--- src/rtl/evep_pkg.sv ---
// Shared types and constants of the energy voice activity endpointer.
`default_nettype none

package evep_pkg;

	localparam int ACC_W     = 43;
	localparam int FLEN_W    = 13;
	localparam int CNT_W     = 16;
	localparam int CFG_IDX_W = 2;
	localparam int CFG_W     = ACC_W;
	localparam int QUEUE_DEPTH = 4;

	localparam logic [ACC_W-1:0] ACC_MAX = {ACC_W{1'b1}};
	localparam logic [CNT_W-1:0] CNT_MAX = {CNT_W{1'b1}};

	localparam logic [FLEN_W-1:0] FRAME_LENGTH_RST = FLEN_W'(1600);
	localparam logic [ACC_W-1:0]  THRESHOLD_RST    = ACC_W'(171798692);
	localparam logic [CNT_W-1:0]  SILENCE_RST      = CNT_W'(15);
	localparam logic [CNT_W-1:0]  TIMEOUT_RST      = CNT_W'(100);

	typedef enum logic {
		OP_SAMPLE = 1'b0,
		OP_START  = 1'b1
	} op_t;

	typedef enum logic [1:0] {
		CAUSE_NONE    = 2'd0,
		CAUSE_SILENCE = 2'd1,
		CAUSE_TIMEOUT = 2'd2
	} cause_t;

	typedef enum logic [CFG_IDX_W-1:0] {
		REG_FRAME_LENGTH = 2'd0,
		REG_THRESHOLD    = 2'd1,
		REG_SILENCE      = 2'd2,
		REG_TIMEOUT      = 2'd3
	} reg_idx_t;

	typedef struct packed {
		logic [FLEN_W-1:0] frame_length;
		logic [ACC_W-1:0]  energy_sum_threshold;
		logic [CNT_W-1:0]  silence_frames;
		logic [CNT_W-1:0]  timeout_frames;
	} cfg_t;

	typedef struct packed {
		logic [ACC_W-1:0] frame_energy;
		logic             frame_speech;
		logic             keep_frame;
		logic [CNT_W-1:0] frame_number;
		logic             finished;
		cause_t           end_cause;
	} result_t;

endpackage

`default_nettype wire

--- src/rtl/energy_vad_endpointer_unit.sv ---
// Top level of the energy-threshold voice activity endpointer.
`default_nettype none

//  Channel   Direction  Handshake            Payload
//  ------    ---------  -------------------  ------------------------------------------
//  input     in         push / full          op, sample
//  result    out        empty / pop          frame_energy, frame_speech, keep_frame,
//                                            frame_number, finished, end_cause
//  config    in         cfg_wen (no wait)    cfg_index, cfg_data
//
//  Sustained rate is one item per clock while the result queue has room; set by the
//  single add-and-compare of the accumulate step in the back end.
//  A frame verdict reaches the result ports after its last sample is written into the
//  command queue and the back end then writes the verdict into the result queue.
//  Reset is asynchronous: it empties both queues, ends any capture and restores
//  the register defaults. There is no clearing pass.
//  Holding pop low fills the result queue, then the command queue, then full rises.

module energy_vad_endpointer_unit
	import evep_pkg::*;
#(
	parameter int SAMPLE_BITS = 16,
	parameter int MAX_FRAME   = 4096
) (
	input  wire logic                   clk,
	input  wire logic                   arst_n,
	// Input channel
	input  wire logic                   push,
	output logic                        full,
	input  wire logic                   op,
	input  wire logic [SAMPLE_BITS-1:0] sample,
	// Result channel
	output logic                        empty,
	input  wire logic                   pop,
	output logic [ACC_W-1:0]            frame_energy,
	output logic                        frame_speech,
	output logic                        keep_frame,
	output logic [CNT_W-1:0]            frame_number,
	output logic                        finished,
	output logic [1:0]                  end_cause,
	// Configuration port
	input  wire logic                   cfg_wen,
	input  wire logic [CFG_IDX_W-1:0]   cfg_index,
	input  wire logic [CFG_W-1:0]       cfg_data
);

	localparam int CMD_W = 2*SAMPLE_BITS;
	localparam int RES_W = $bits(result_t);

	cfg_t             cfg_q;
	reg_idx_t         widx;

	logic             cmd_push;
	logic [CMD_W-1:0] cmd_wdata;
	logic             cmd_full;
	logic             cmd_pop;
	logic [CMD_W-1:0] cmd_rdata;
	logic             cmd_empty;

	logic             res_push;
	result_t          res_wdata;
	logic             res_full;
	logic [RES_W-1:0] res_rdata;
	result_t          res_head;

	// Configuration registers: write only when no item is in flight.
	assign widx = reg_idx_t'(cfg_index);

	always_ff @(posedge clk or negedge arst_n) begin
		if (!arst_n) begin
			cfg_q.frame_length         <= FRAME_LENGTH_RST;
			cfg_q.energy_sum_threshold <= THRESHOLD_RST;
			cfg_q.silence_frames       <= SILENCE_RST;
			cfg_q.timeout_frames       <= TIMEOUT_RST;
		end else if (cfg_wen) begin
			unique case (widx)
				REG_FRAME_LENGTH: cfg_q.frame_length         <= cfg_data[FLEN_W-1:0];
				REG_THRESHOLD:    cfg_q.energy_sum_threshold <= cfg_data[ACC_W-1:0];
				REG_SILENCE:      cfg_q.silence_frames       <= cfg_data[CNT_W-1:0];
				REG_TIMEOUT:      cfg_q.timeout_frames       <= cfg_data[CNT_W-1:0];
			endcase
		end
	end

	// Front end: classify and square, then transfer into the command queue.
	evep_front #(
		.SAMPLE_BITS(SAMPLE_BITS)
	) u_front (
		.push     (push),
		.op       (op),
		.sample   (sample),
		.cmd_full (cmd_full),
		.cmd_push (cmd_push),
		.cmd_data (cmd_wdata)
	);

	assign full = cmd_full;

	// Command queue decouples the front end from the back end.
	evep_fifo #(
		.WIDTH(CMD_W),
		.DEPTH(QUEUE_DEPTH)
	) u_cmd_q (
		.clk    (clk),
		.arst_n (arst_n),
		.push   (cmd_push),
		.wdata  (cmd_wdata),
		.full   (cmd_full),
		.pop    (cmd_pop),
		.rdata  (cmd_rdata),
		.empty  (cmd_empty)
	);

	// Back end: accumulate, judge the frame, update the capture state.
	evep_back #(
		.SAMPLE_BITS(SAMPLE_BITS),
		.MAX_FRAME  (MAX_FRAME)
	) u_back (
		.clk       (clk),
		.arst_n    (arst_n),
		.cfg       (cfg_q),
		.cmd_empty (cmd_empty),
		.cmd_data  (cmd_rdata),
		.cmd_pop   (cmd_pop),
		.res_full  (res_full),
		.res_push  (res_push),
		.res_data  (res_wdata)
	);

	// Result queue holds verdicts while the consumer stalls.
	evep_fifo #(
		.WIDTH(RES_W),
		.DEPTH(QUEUE_DEPTH)
	) u_res_q (
		.clk    (clk),
		.arst_n (arst_n),
		.push   (res_push),
		.wdata  (res_wdata),
		.full   (res_full),
		.pop    (pop),
		.rdata  (res_rdata),
		.empty  (empty)
	);

	assign res_head     = result_t'(res_rdata);
	assign frame_energy = res_head.frame_energy;
	assign frame_speech = res_head.frame_speech;
	assign keep_frame   = res_head.keep_frame;
	assign frame_number = res_head.frame_number;
	assign finished     = res_head.finished;
	assign end_cause    = res_head.end_cause;

	// A finishing frame, and only that, carries a cause.
	a_cause_matches_finish: assert property (@(posedge clk) disable iff (!arst_n)
		!empty |-> (finished == (end_cause != CAUSE_NONE)))
		else $error("end_cause disagrees with finished");

	// A speech frame is always kept.
	a_speech_kept: assert property (@(posedge clk) disable iff (!arst_n)
		(!empty && frame_speech) |-> keep_frame)
		else $error("speech frame not kept");

	// A transferred item lands in the command queue.
	a_cmd_lands: assert property (@(posedge clk) disable iff (!arst_n)
		(push && !full) |=> !cmd_empty)
		else $error("accepted item missing from command queue");

	// The back end never pushes into a full result queue.
	a_no_res_overrun: assert property (@(posedge clk) disable iff (!arst_n)
		res_push |-> !res_full)
		else $error("result pushed while result queue full");

endmodule

`default_nettype wire

--- src/rtl/evep_fifo.sv ---
// Small first-word-fall-through queue built from flops; DEPTH is a power of two.
`default_nettype none

module evep_fifo #(
	parameter int WIDTH = 8,
	parameter int DEPTH = 4
) (
	input  wire logic             clk,
	input  wire logic             arst_n,
	input  wire logic             push,
	input  wire logic [WIDTH-1:0] wdata,
	output logic                  full,
	input  wire logic             pop,
	output logic [WIDTH-1:0]      rdata,
	output logic                  empty
);

	localparam int PTR_W = $clog2(DEPTH);

	logic [WIDTH-1:0] mem_q [DEPTH];
	logic [PTR_W-1:0] wr_ptr_q;
	logic [PTR_W-1:0] rd_ptr_q;
	logic [PTR_W:0]   count_q;
	logic             do_push;
	logic             do_pop;

	assign full    = (count_q == (PTR_W+1)'(DEPTH));
	assign empty   = (count_q == '0);
	assign do_push = push && !full;
	assign do_pop  = pop && !empty;
	assign rdata   = mem_q[rd_ptr_q];

	always_ff @(posedge clk) begin
		if (do_push) begin
			mem_q[wr_ptr_q] <= wdata;
		end
	end

	always_ff @(posedge clk or negedge arst_n) begin
		if (!arst_n) begin
			wr_ptr_q <= '0;
			rd_ptr_q <= '0;
			count_q  <= '0;
		end else begin
			if (do_push) begin
				wr_ptr_q <= wr_ptr_q + PTR_W'(1);
			end
			if (do_pop) begin
				rd_ptr_q <= rd_ptr_q + PTR_W'(1);
			end
			if (do_push && !do_pop) begin
				count_q <= count_q + (PTR_W+1)'(1);
			end else if (do_pop && !do_push) begin
				count_q <= count_q - (PTR_W+1)'(1);
			end
		end
	end

endmodule

`default_nettype wire

--- src/rtl/evep_front.sv ---
// Front end: classify each incoming item and square its sample.
`default_nettype none

module evep_front
	import evep_pkg::*;
#(
	parameter int SAMPLE_BITS = 16
) (
	input  wire logic                     push,
	input  wire logic                     op,
	input  wire logic [SAMPLE_BITS-1:0]   sample,
	input  wire logic                     cmd_full,
	output logic                          cmd_push,
	output logic [2*SAMPLE_BITS-1:0]      cmd_data
);

	logic [SAMPLE_BITS-1:0]   mag;
	logic [2*SAMPLE_BITS-1:0] square;
	op_t                      kind;

	// Magnitude as unsigned; the most negative code maps to 2^(N-1).
	assign mag    = sample[SAMPLE_BITS-1] ? (~sample + SAMPLE_BITS'(1)) : sample;
	assign square = mag * mag;
	assign kind   = op_t'(op);

	assign cmd_push = push && !cmd_full;
	// Command word: kind on top, square below (its top bit is always zero).
	assign cmd_data = {kind, square[2*SAMPLE_BITS-2:0]};

endmodule

`default_nettype wire

--- src/rtl/evep_back.sv ---
// Back end: accumulate frame energy, judge frames and track the capture.
`default_nettype none

module evep_back
	import evep_pkg::*;
#(
	parameter int SAMPLE_BITS = 16,
	parameter int MAX_FRAME   = 4096
) (
	input  wire logic                     clk,
	input  wire logic                     arst_n,
	input  wire cfg_t                     cfg,
	input  wire logic                     cmd_empty,
	input  wire logic [2*SAMPLE_BITS-1:0] cmd_data,
	output logic                          cmd_pop,
	input  wire logic                     res_full,
	output logic                          res_push,
	output result_t                       res_data
);

	localparam int SQ_W  = 2*SAMPLE_BITS - 1;
	localparam int SUM_W = ((SQ_W > ACC_W) ? SQ_W : ACC_W) + 1;
	localparam int SIF_W = $clog2(MAX_FRAME);
	localparam int MXL_W = $clog2(MAX_FRAME + 1);
	localparam int LEN_W = (MXL_W > FLEN_W) ? MXL_W : FLEN_W;

	logic [ACC_W-1:0] acc_q;
	logic [SIF_W-1:0] sif_q;
	logic [CNT_W-1:0] frames_q;
	logic [CNT_W-1:0] silent_q;
	logic             seen_q;
	logic             capturing_q;

	op_t              kind;
	logic [SQ_W-1:0]  square;
	logic [SUM_W-1:0] sum;
	logic [ACC_W-1:0] acc_new;
	logic [LEN_W-1:0] len_raw;
	logic [LEN_W-1:0] eff_len;
	logic [LEN_W-1:0] cnt_inc;
	logic             frame_end;
	logic             speech;
	logic             seen_n;
	logic [CNT_W-1:0] silent_n;
	logic [CNT_W-1:0] frames_n;
	logic             fin_silence;
	logic             fin_timeout;
	cause_t           cause;
	logic             take_sample;

	assign kind   = op_t'(cmd_data[2*SAMPLE_BITS-1]);
	assign square = cmd_data[SQ_W-1:0];

	// Advance only when the result queue has room, whether or not a result comes.
	assign cmd_pop     = !cmd_empty && !res_full;
	assign take_sample = cmd_pop && (kind == OP_SAMPLE) && capturing_q;

	// Saturating accumulate.
	assign sum     = SUM_W'(acc_q) + SUM_W'(square);
	assign acc_new = (sum[SUM_W-1:ACC_W] != '0) ? ACC_MAX : sum[ACC_W-1:0];

	// Clamp frame length to 1..MAX_FRAME.
	assign len_raw = LEN_W'(cfg.frame_length);
	always_comb begin
		priority if (len_raw == '0) begin
			eff_len = LEN_W'(1);
		end else if (len_raw > LEN_W'(MAX_FRAME)) begin
			eff_len = LEN_W'(MAX_FRAME);
		end else begin
			eff_len = len_raw;
		end
	end

	assign cnt_inc   = LEN_W'(sif_q) + LEN_W'(1);
	assign frame_end = (cnt_inc >= eff_len);

	assign speech = (acc_new >= cfg.energy_sum_threshold);
	assign seen_n = seen_q || speech;

	always_comb begin
		priority if (speech) begin
			silent_n = '0;
		end else if (seen_q && (silent_q != CNT_MAX)) begin
			silent_n = silent_q + CNT_W'(1);
		end else begin
			silent_n = silent_q;
		end
	end

	assign frames_n    = (frames_q != CNT_MAX) ? (frames_q + CNT_W'(1)) : frames_q;
	assign fin_silence = seen_n && (silent_n >= cfg.silence_frames);
	assign fin_timeout = (frames_n >= cfg.timeout_frames);

	always_comb begin
		priority if (fin_silence) begin
			cause = CAUSE_SILENCE;
		end else if (fin_timeout) begin
			cause = CAUSE_TIMEOUT;
		end else begin
			cause = CAUSE_NONE;
		end
	end

	assign res_push = take_sample && frame_end;

	always_comb begin
		res_data.frame_energy = acc_new;
		res_data.frame_speech = speech;
		res_data.keep_frame   = seen_n;
		res_data.frame_number = frames_q;
		res_data.finished     = (cause != CAUSE_NONE);
		res_data.end_cause    = cause;
	end

	always_ff @(posedge clk or negedge arst_n) begin
		if (!arst_n) begin
			acc_q       <= '0;
			sif_q       <= '0;
			frames_q    <= '0;
			silent_q    <= '0;
			seen_q      <= 1'b0;
			capturing_q <= 1'b0;
		end else if (cmd_pop && (kind == OP_START)) begin
			acc_q       <= '0;
			sif_q       <= '0;
			frames_q    <= '0;
			silent_q    <= '0;
			seen_q      <= 1'b0;
			capturing_q <= 1'b1;
		end else if (take_sample) begin
			if (frame_end) begin
				acc_q    <= '0;
				sif_q    <= '0;
				frames_q <= frames_n;
				silent_q <= silent_n;
				seen_q   <= seen_n;
				if (cause != CAUSE_NONE) begin
					capturing_q <= 1'b0;
				end
			end else begin
				acc_q <= acc_new;
				sif_q <= cnt_inc[SIF_W-1:0];
			end
		end
	end

endmodule

`default_nettype wire

--- config.mk ---
export PLATFORM = sky130hd
export DESIGN_NAME = energy_vad_endpointer_unit
export DESIGN_NICKNAME = d
export VERILOG_FILES = /design/src/rtl/evep_pkg.sv /design/src/rtl/energy_vad_endpointer_unit.sv /design/src/rtl/evep_fifo.sv /design/src/rtl/evep_front.sv /design/src/rtl/evep_back.sv
export SDC_FILE = /design/constraint.sdc
export NUM_CORES = 1
export LEC_CHECK = 0
export BUFFER_PORTS_ARGS = -buffer_cell sky130_fd_sc_hd__buf_2
export CORE_MARGIN = 2
export CORE_UTILIZATION = 30
export DETAILED_ROUTE_END_ITERATION = 10
export SLEW_MARGIN = 25
export SYNTH_ARGS = -nofsm -noshare
export SYNTH_HDL_FRONTEND = slang
export SYNTH_SLANG_ARGS = --single-unit
--- constraint.sdc ---
create_clock -name clk -period 9.8 [get_ports clk]
set_clock_uncertainty 0.05 [all_clocks]
set_input_delay 0.49 -clock clk [delete_from_list [all_inputs] [get_ports clk]]
set_output_delay 0.49 -clock clk [all_outputs]
set_load 0.005 [all_outputs]
### Word-level counts from Yosys, hierarchy flattened

Memories as Yosys holds them, arrays and structs flattened.
Index checks and enable logic that the tools add are counted.

| word-level totals | value |
|---|---|
| register bits | 191 |
| bits in writable memories | 384 |
| output and inout bits | 66 |
| logic and storage cells | 123 |
| memories kept | 2 |

Memory list:

| memory | words | bits a word | rd ports | clocked after memory_dff | wr ports | line | RTL |
|---|---|---|---|---|---|---|---|
| u_res_q.mem_q | 4 | 64 | 1 | 0 | 1 | evep_fifo.sv:20 | `logic [WIDTH-1:0] mem_q [DEPTH];` |
| u_cmd_q.mem_q | 4 | 32 | 1 | 0 | 1 | evep_fifo.sv:20 |  |

| cells by class | value |
|---|---|
| add/subtract/negate cells | 13 |
| $mul | 1 |
| magnitude comparators | 5 |
| eq/ne operators | 7 |
| multiplexer cells | 36 |
| bitwise logic cells | 2 |
| reduce and logical (&&, ||, !) cells | 41 |

Operator list:

| cell | count |
|---|---|
| $mux W43 | 4 |
| $mux W16 | 10 |
| $add A16 B1 Y16 const B | 3 |
| $add A43 B31 Y44 | 1 |
| $ge A43 B43 Y1 | 1 |
| $mux W12 | 3 |
| $ge A16 B16 Y1 | 2 |
| $ne A16 B16 Y1 const B | 2 |
| $mul A16 B16 Y31 | 1 |
| $mux W13 | 2 |
| $logic_and A1 B1 Y1 | 16 |
| $not A16 Y16 | 1 |
| $add A12 B1 Y13 const B | 1 |
| $ge A13 B13 Y1 | 1 |
| $gt A13 B13 Y1 const B | 1 |
| $logic_not A13 Y1 | 1 |
| $mux W3 | 4 |
| $reduce_bool A2 Y1 | 6 |
| $mux W1 | 11 |
| $reduce_and A2 Y1 | 5 |
| $add A2 B1 Y2 const B | 4 |
| $logic_not A1 Y1 | 8 |
| $add A3 B1 Y3 const B | 2 |
| $eq A3 B3 Y1 const B | 2 |
| 9 further kinds | 13 |

### Longest topological paths before layout

An unclocked memory read counts as a cell.

| depth | value |
|---|---|
| depth after elaboration | 13 |
| gate-level depth with buffers | 37 |
| mapped depth without buffers | 31 |

### Hierarchy

From an unflattened synthesis, not the netlist that was laid out.

| unflattened totals | value |
|---|---|
| cell total of the unflattened synthesis | 2731 |
| area, all modules | 34565.7 um^2 |

Modules (own cells, without submodules):

| module | times used | cells each | area each (um^2) | seq. area each (um^2) |
|---|---|---|---|---|
| evep_fifo at u_res_q | 1 | 371 | 9656.8 | 7862.5 |
| evep_back | 1 | 1115 | 9057.4 | 2227.1 |
| evep_front | 1 | 853 | 7355.8 | 0.0 |
| evep_fifo at u_cmd_q | 1 | 205 | 5061.1 | 4018.9 |
| energy_vad_endpointer_unit | 1 | 187 | 3434.5 | 2230.9 |

### Worst setup path before layout

Ideal clock, no wire load.

| timing | value |
|---|---|
| kind | register to register |
| from | register u_cmd_q.rd_ptr_q[0] |
| to | memory u_res_q.mem_q[0][2] (netlist bit), data pin |
| library setup time | 273 ps |
| arrival time | 8108 ps |
| setup slack | 1368 ps |
| cell stages (with the launch flop) | 36 |
| buffers on the path | 7 |
| clock period less this slack | 8432 ps |
| path through | dfrtp_1 > clkbuf_1 > buf_1 > mux4_2 > ha_1 > a31oi_1 > a221oi_2 > a221oi_2 > o41a_1 > o41a_1 > o21a_1 > or3_1 > buf_2 > buf_6 > nand2_1 > ha_1 > a21o_1 > a21o_1 > a21o_1 > a211oi_1 > o21ai_0 > or4_1 > and2_1 > clkbuf_1 > clkbuf_1 > clkbuf_1 > nor2_1 > ha_1 > a21o_1 > a21oi_1 > nand2_1 > nand2_1 > a31oi_1 > o221a_2 > o21a_1 > nand2b_1 |

RTL lines:

| element | line | RTL |
|---|---|---|
| start, declared | evep_fifo.sv:22 | `logic [PTR_W-1:0] rd_ptr_q;` |
| start signal, assigned | evep_fifo.sv:49 | `rd_ptr_q <= rd_ptr_q + PTR_W'(1);` |
| end, declared | evep_fifo.sv:20 |  |

==> flow_summary.toml <==
[global_routing]
grt_overflow_total = 0
first_global_vias = 21110
grt_pass1_wl_microns = 122400
grt_max_degree = 74
antenna_found_initial = 4
gr-usage-all-layers_pct = 13.50

[drt]
wl_microns = 77550
drt-vias-per-instance = 4.761
wl_per_cell_microns = 18.01
drc = 0
drt_iter0_drc = 1285
drt-pass1-iter-count = 6
detail-route-antenna-nets = 0
via_count = 20510

[synth]
ys_ff_latch = 571
synthCells = 2617
async_flop_share_pct = 33.45
synth_edf_count = 380
synth.distinct_cells = 67
synth.avg_cell_area_sq_um = 12.81
synth_commonest_cells = "edfxtp_1 (380), inv_1 (310), ha_1 (226), dfrtp_1 (168), fa_1 (167)"
yosys.area.top_type = "edfxtp_1"
yosysMostFrequentCell = "edfxtp_1"
synthesis.area_sq_um = 33520
yosys_warnings = 0
yosysTopAreaCellShare_pct = 34.04
ys_seq_area_share_pct = 48.39
synthTopCellsByArea = "edfxtp_1 (34%), dfrtp_1 (13%), fa_1 (10%), ha_1 (8.4%), mux4_2 (6.4%)"
synth_ff_type = "edfxtp_1"

[layout]
layout.nets = 3232
drive_gt1_share_pct = 18.84
syn_to_final_growth_pct = 13.88

[timing]
max_slew_margin_pct = 32.12
tns_ns = 0
report.final.setup_viol = 0
worst_pin_slew_ns = 1.011
rsz0062_at_grt = "no"
post-route-period-util_pct = 91.03
drv_slew = 0
fmax_mhz = 112.1
fin_crit_ns = 8.921
finalHoldViolCount = 0

[critical_path]
rr_endpoint = "u_res_q.mem_q[1][2]$_DFFE_PP_"
slowest_stage = "or3_2"
critPathCaptureType = "flop"
worst-r2r-setup-slack_ns = 0.88
cp.arrival_ns = 9.20
start_kind = "flop"
criticalPathCategory = "flop to flop"
r2r_start = "u_cmd_q.rd_ptr_q[0]$_DFFE_PN0P_"
critPathRequiredTime_ns = 10.07
r2r_cells = 31
cp_max_fo = 28
slowest_delay_ns = 0.69

[die]
die_area_sq_um = 114400
die_w_microns = 338.3
dieHeight_microns = 338.3
core_sq_um = 110700
ios = 133
initial_core_util_pct = 30.29
rows = 122

[placed_design]
dp_hpwl_microns = 58040
gp_congestion = 0.8273
io_buffer_count = 132

[cts]
cts_tree = "built"
cts_buffers = 56
cts_resized = 0
clock_path_buffers = 3
cts.clk_slew.worst_paths_ns = 0.06
clkLatencyLatePin_ns = 0.61
h-tree-depth = 2
cts.sinks = 571
cts-root-buf = "clkbuf_16"

[worst_hold_path]
hold_end = "u_cmd_q.mem_q[0][31]$_DFFE_PP_"
hp-class = "input port to flop"
hold_start = "op"
min_path_cells = 1

[run]
maxCapViolCount = 0

[run_status]
status = "finished, final reports clean"
==> worst max path at each step <==
stage	start	to	slack, ns	cells past startpoint
6_report	u_cmd_q.rd_ptr_q[0]$_DFFE_PN0P_	u_res_q.mem_q[1][2]$_DFFE_PP_	0.88	31
5_1_grt	u_cmd_q.rd_ptr_q[0]$_DFFE_PN0P_	u_res_q.mem_q[0][1]$_DFFE_PP_	0.29	31
4_1_cts	u_cmd_q.rd_ptr_q[0]$_DFFE_PN0P_	u_res_q.mem_q[1][2]$_DFFE_PP_	0.71	31
3_5_place_dp	u_cmd_q.rd_ptr_q[0]$_DFFE_PN0P_	u_res_q.mem_q[1][2]$_DFFE_PP_	0.74	31
3_3_place_gp	u_cmd_q.rd_ptr_q[0]$_DFFE_PN0P_	u_res_q.mem_q[0][2]$_DFFE_PP_	0.82	31
2_1_floorplan	u_cmd_q.rd_ptr_q[0]$_DFFE_PN0P_	u_res_q.mem_q[0][2]$_DFFE_PP_	1.37	35
==> state kept, by name (all words and copies together) (netlist names) <==
name                flops
cfg_q                  88
u_back.acc_q           43
u_back.capturing_q      1
u_back.frames_q        16
u_back.seen_q           1
u_back.sif_q           12
u_back.silent_q        16
u_cmd_q.count_q         3
u_cmd_q.mem_q         124
u_cmd_q.rd_ptr_q        2
u_cmd_q.wr_ptr_q        2
u_res_q.count_q         3
u_res_q.mem_q         256
u_res_q.rd_ptr_q        2
u_res_q.wr_ptr_q        2
==> placed cells by master (no fill, tap or decap), types with 19 or more instances in the layout <==
master and instances:
nor3_1 23, nand3_1 38, mux2_2 93, nand2_2 23
dfstp_2 23, and3_1 19, nand2_1 148, inv_1 310
mux4_2 95, nand4_1 28, nor2_1 157, a21o_1 53
a22o_1 66, xor2_1 41, dfrtp_1 165, a21oi_1 91
a31oi_1 19, xnor2_1 86, clkbuf_16 57, o21ai_0 62
fa_1 167, buf_4 35, edfxtp_1 380, ha_1 226
buf_2 131
==> cell families after synthesis <==
logic type / after synthesis / share of synthesized area, %
other: 2 / 0.02241
AO/OA/AOI/OAI: 405 / 8.332
multiplexers: 189 / 9.537
buffers and inverters: 407 / 4.640
adder cells (fa/ha/maj): 393 / 18.41
flip-flops: 571 / 48.39
AND/OR/NAND/NOR: 523 / 7.350
XOR/XNOR: 127 / 3.319
==> layer usage <==
metal / vias to the layer above / wire [microns] / share of wire [%] / global-route usage, %
met5: - / 0 / 0 / 0
met4: 0 / 1843 / 2.4 / 3.546
met3: 101 / 3404 / 4.4 / 1.932
met2: 476 / 36950 / 48 / 22.49
met1: 10290 / 35360 / 46 / 18.43
li1: 9638 / - / - / -
==> per-stage QoR <==
step	instance area (sq um)	hold slack, ns	worst slack (ns)	util, %	std cells
CTS	38160	0.009629	0.7077	34.48	4306
finish	38170	0.05157	0.8795	34.49	4307
global route	38170	0.02760	0.2924	34.49	4307
global placement	36040	0.4272	0.8165	32.57	4196
floorplan	33560	0.1444	1.368	-	2627
detailed placement	36160	0.4312	0.7359	32.67	4201
==> cell type report <==
cell class | count | area, sq um
flip-flops and latches | 571 | 16230
clock buffers | 66 | 1490
multi-input cells | 1649 | 15830
well taps | 1488 | 1862
fillers | 10790 | 72500
repair buffers | 174 | 1061
inverters | 320 | 1201
clock inverters | 38 | 498.0
diodes | 1 | 2.502
==> critical path: cells and delay by family, from the launching register on <==
kind            cells  cell delay (ns)
flops               1             0.51
simple gates       11             2.69
compound gates     12             3.15
mux                 1             0.33
buf+inv             4             1.18
fa+ha+maj           3             0.70
==> timing repair <==
item                       CTS  global route
setup buffers                0             0
setup endpoints to repair    0             0
hold buffers                 1             0
hold endpoints to repair    69             0
Power is not shown: default switching activity piles up to over one toggle a cycle in this logic, so the estimate is an artifact.
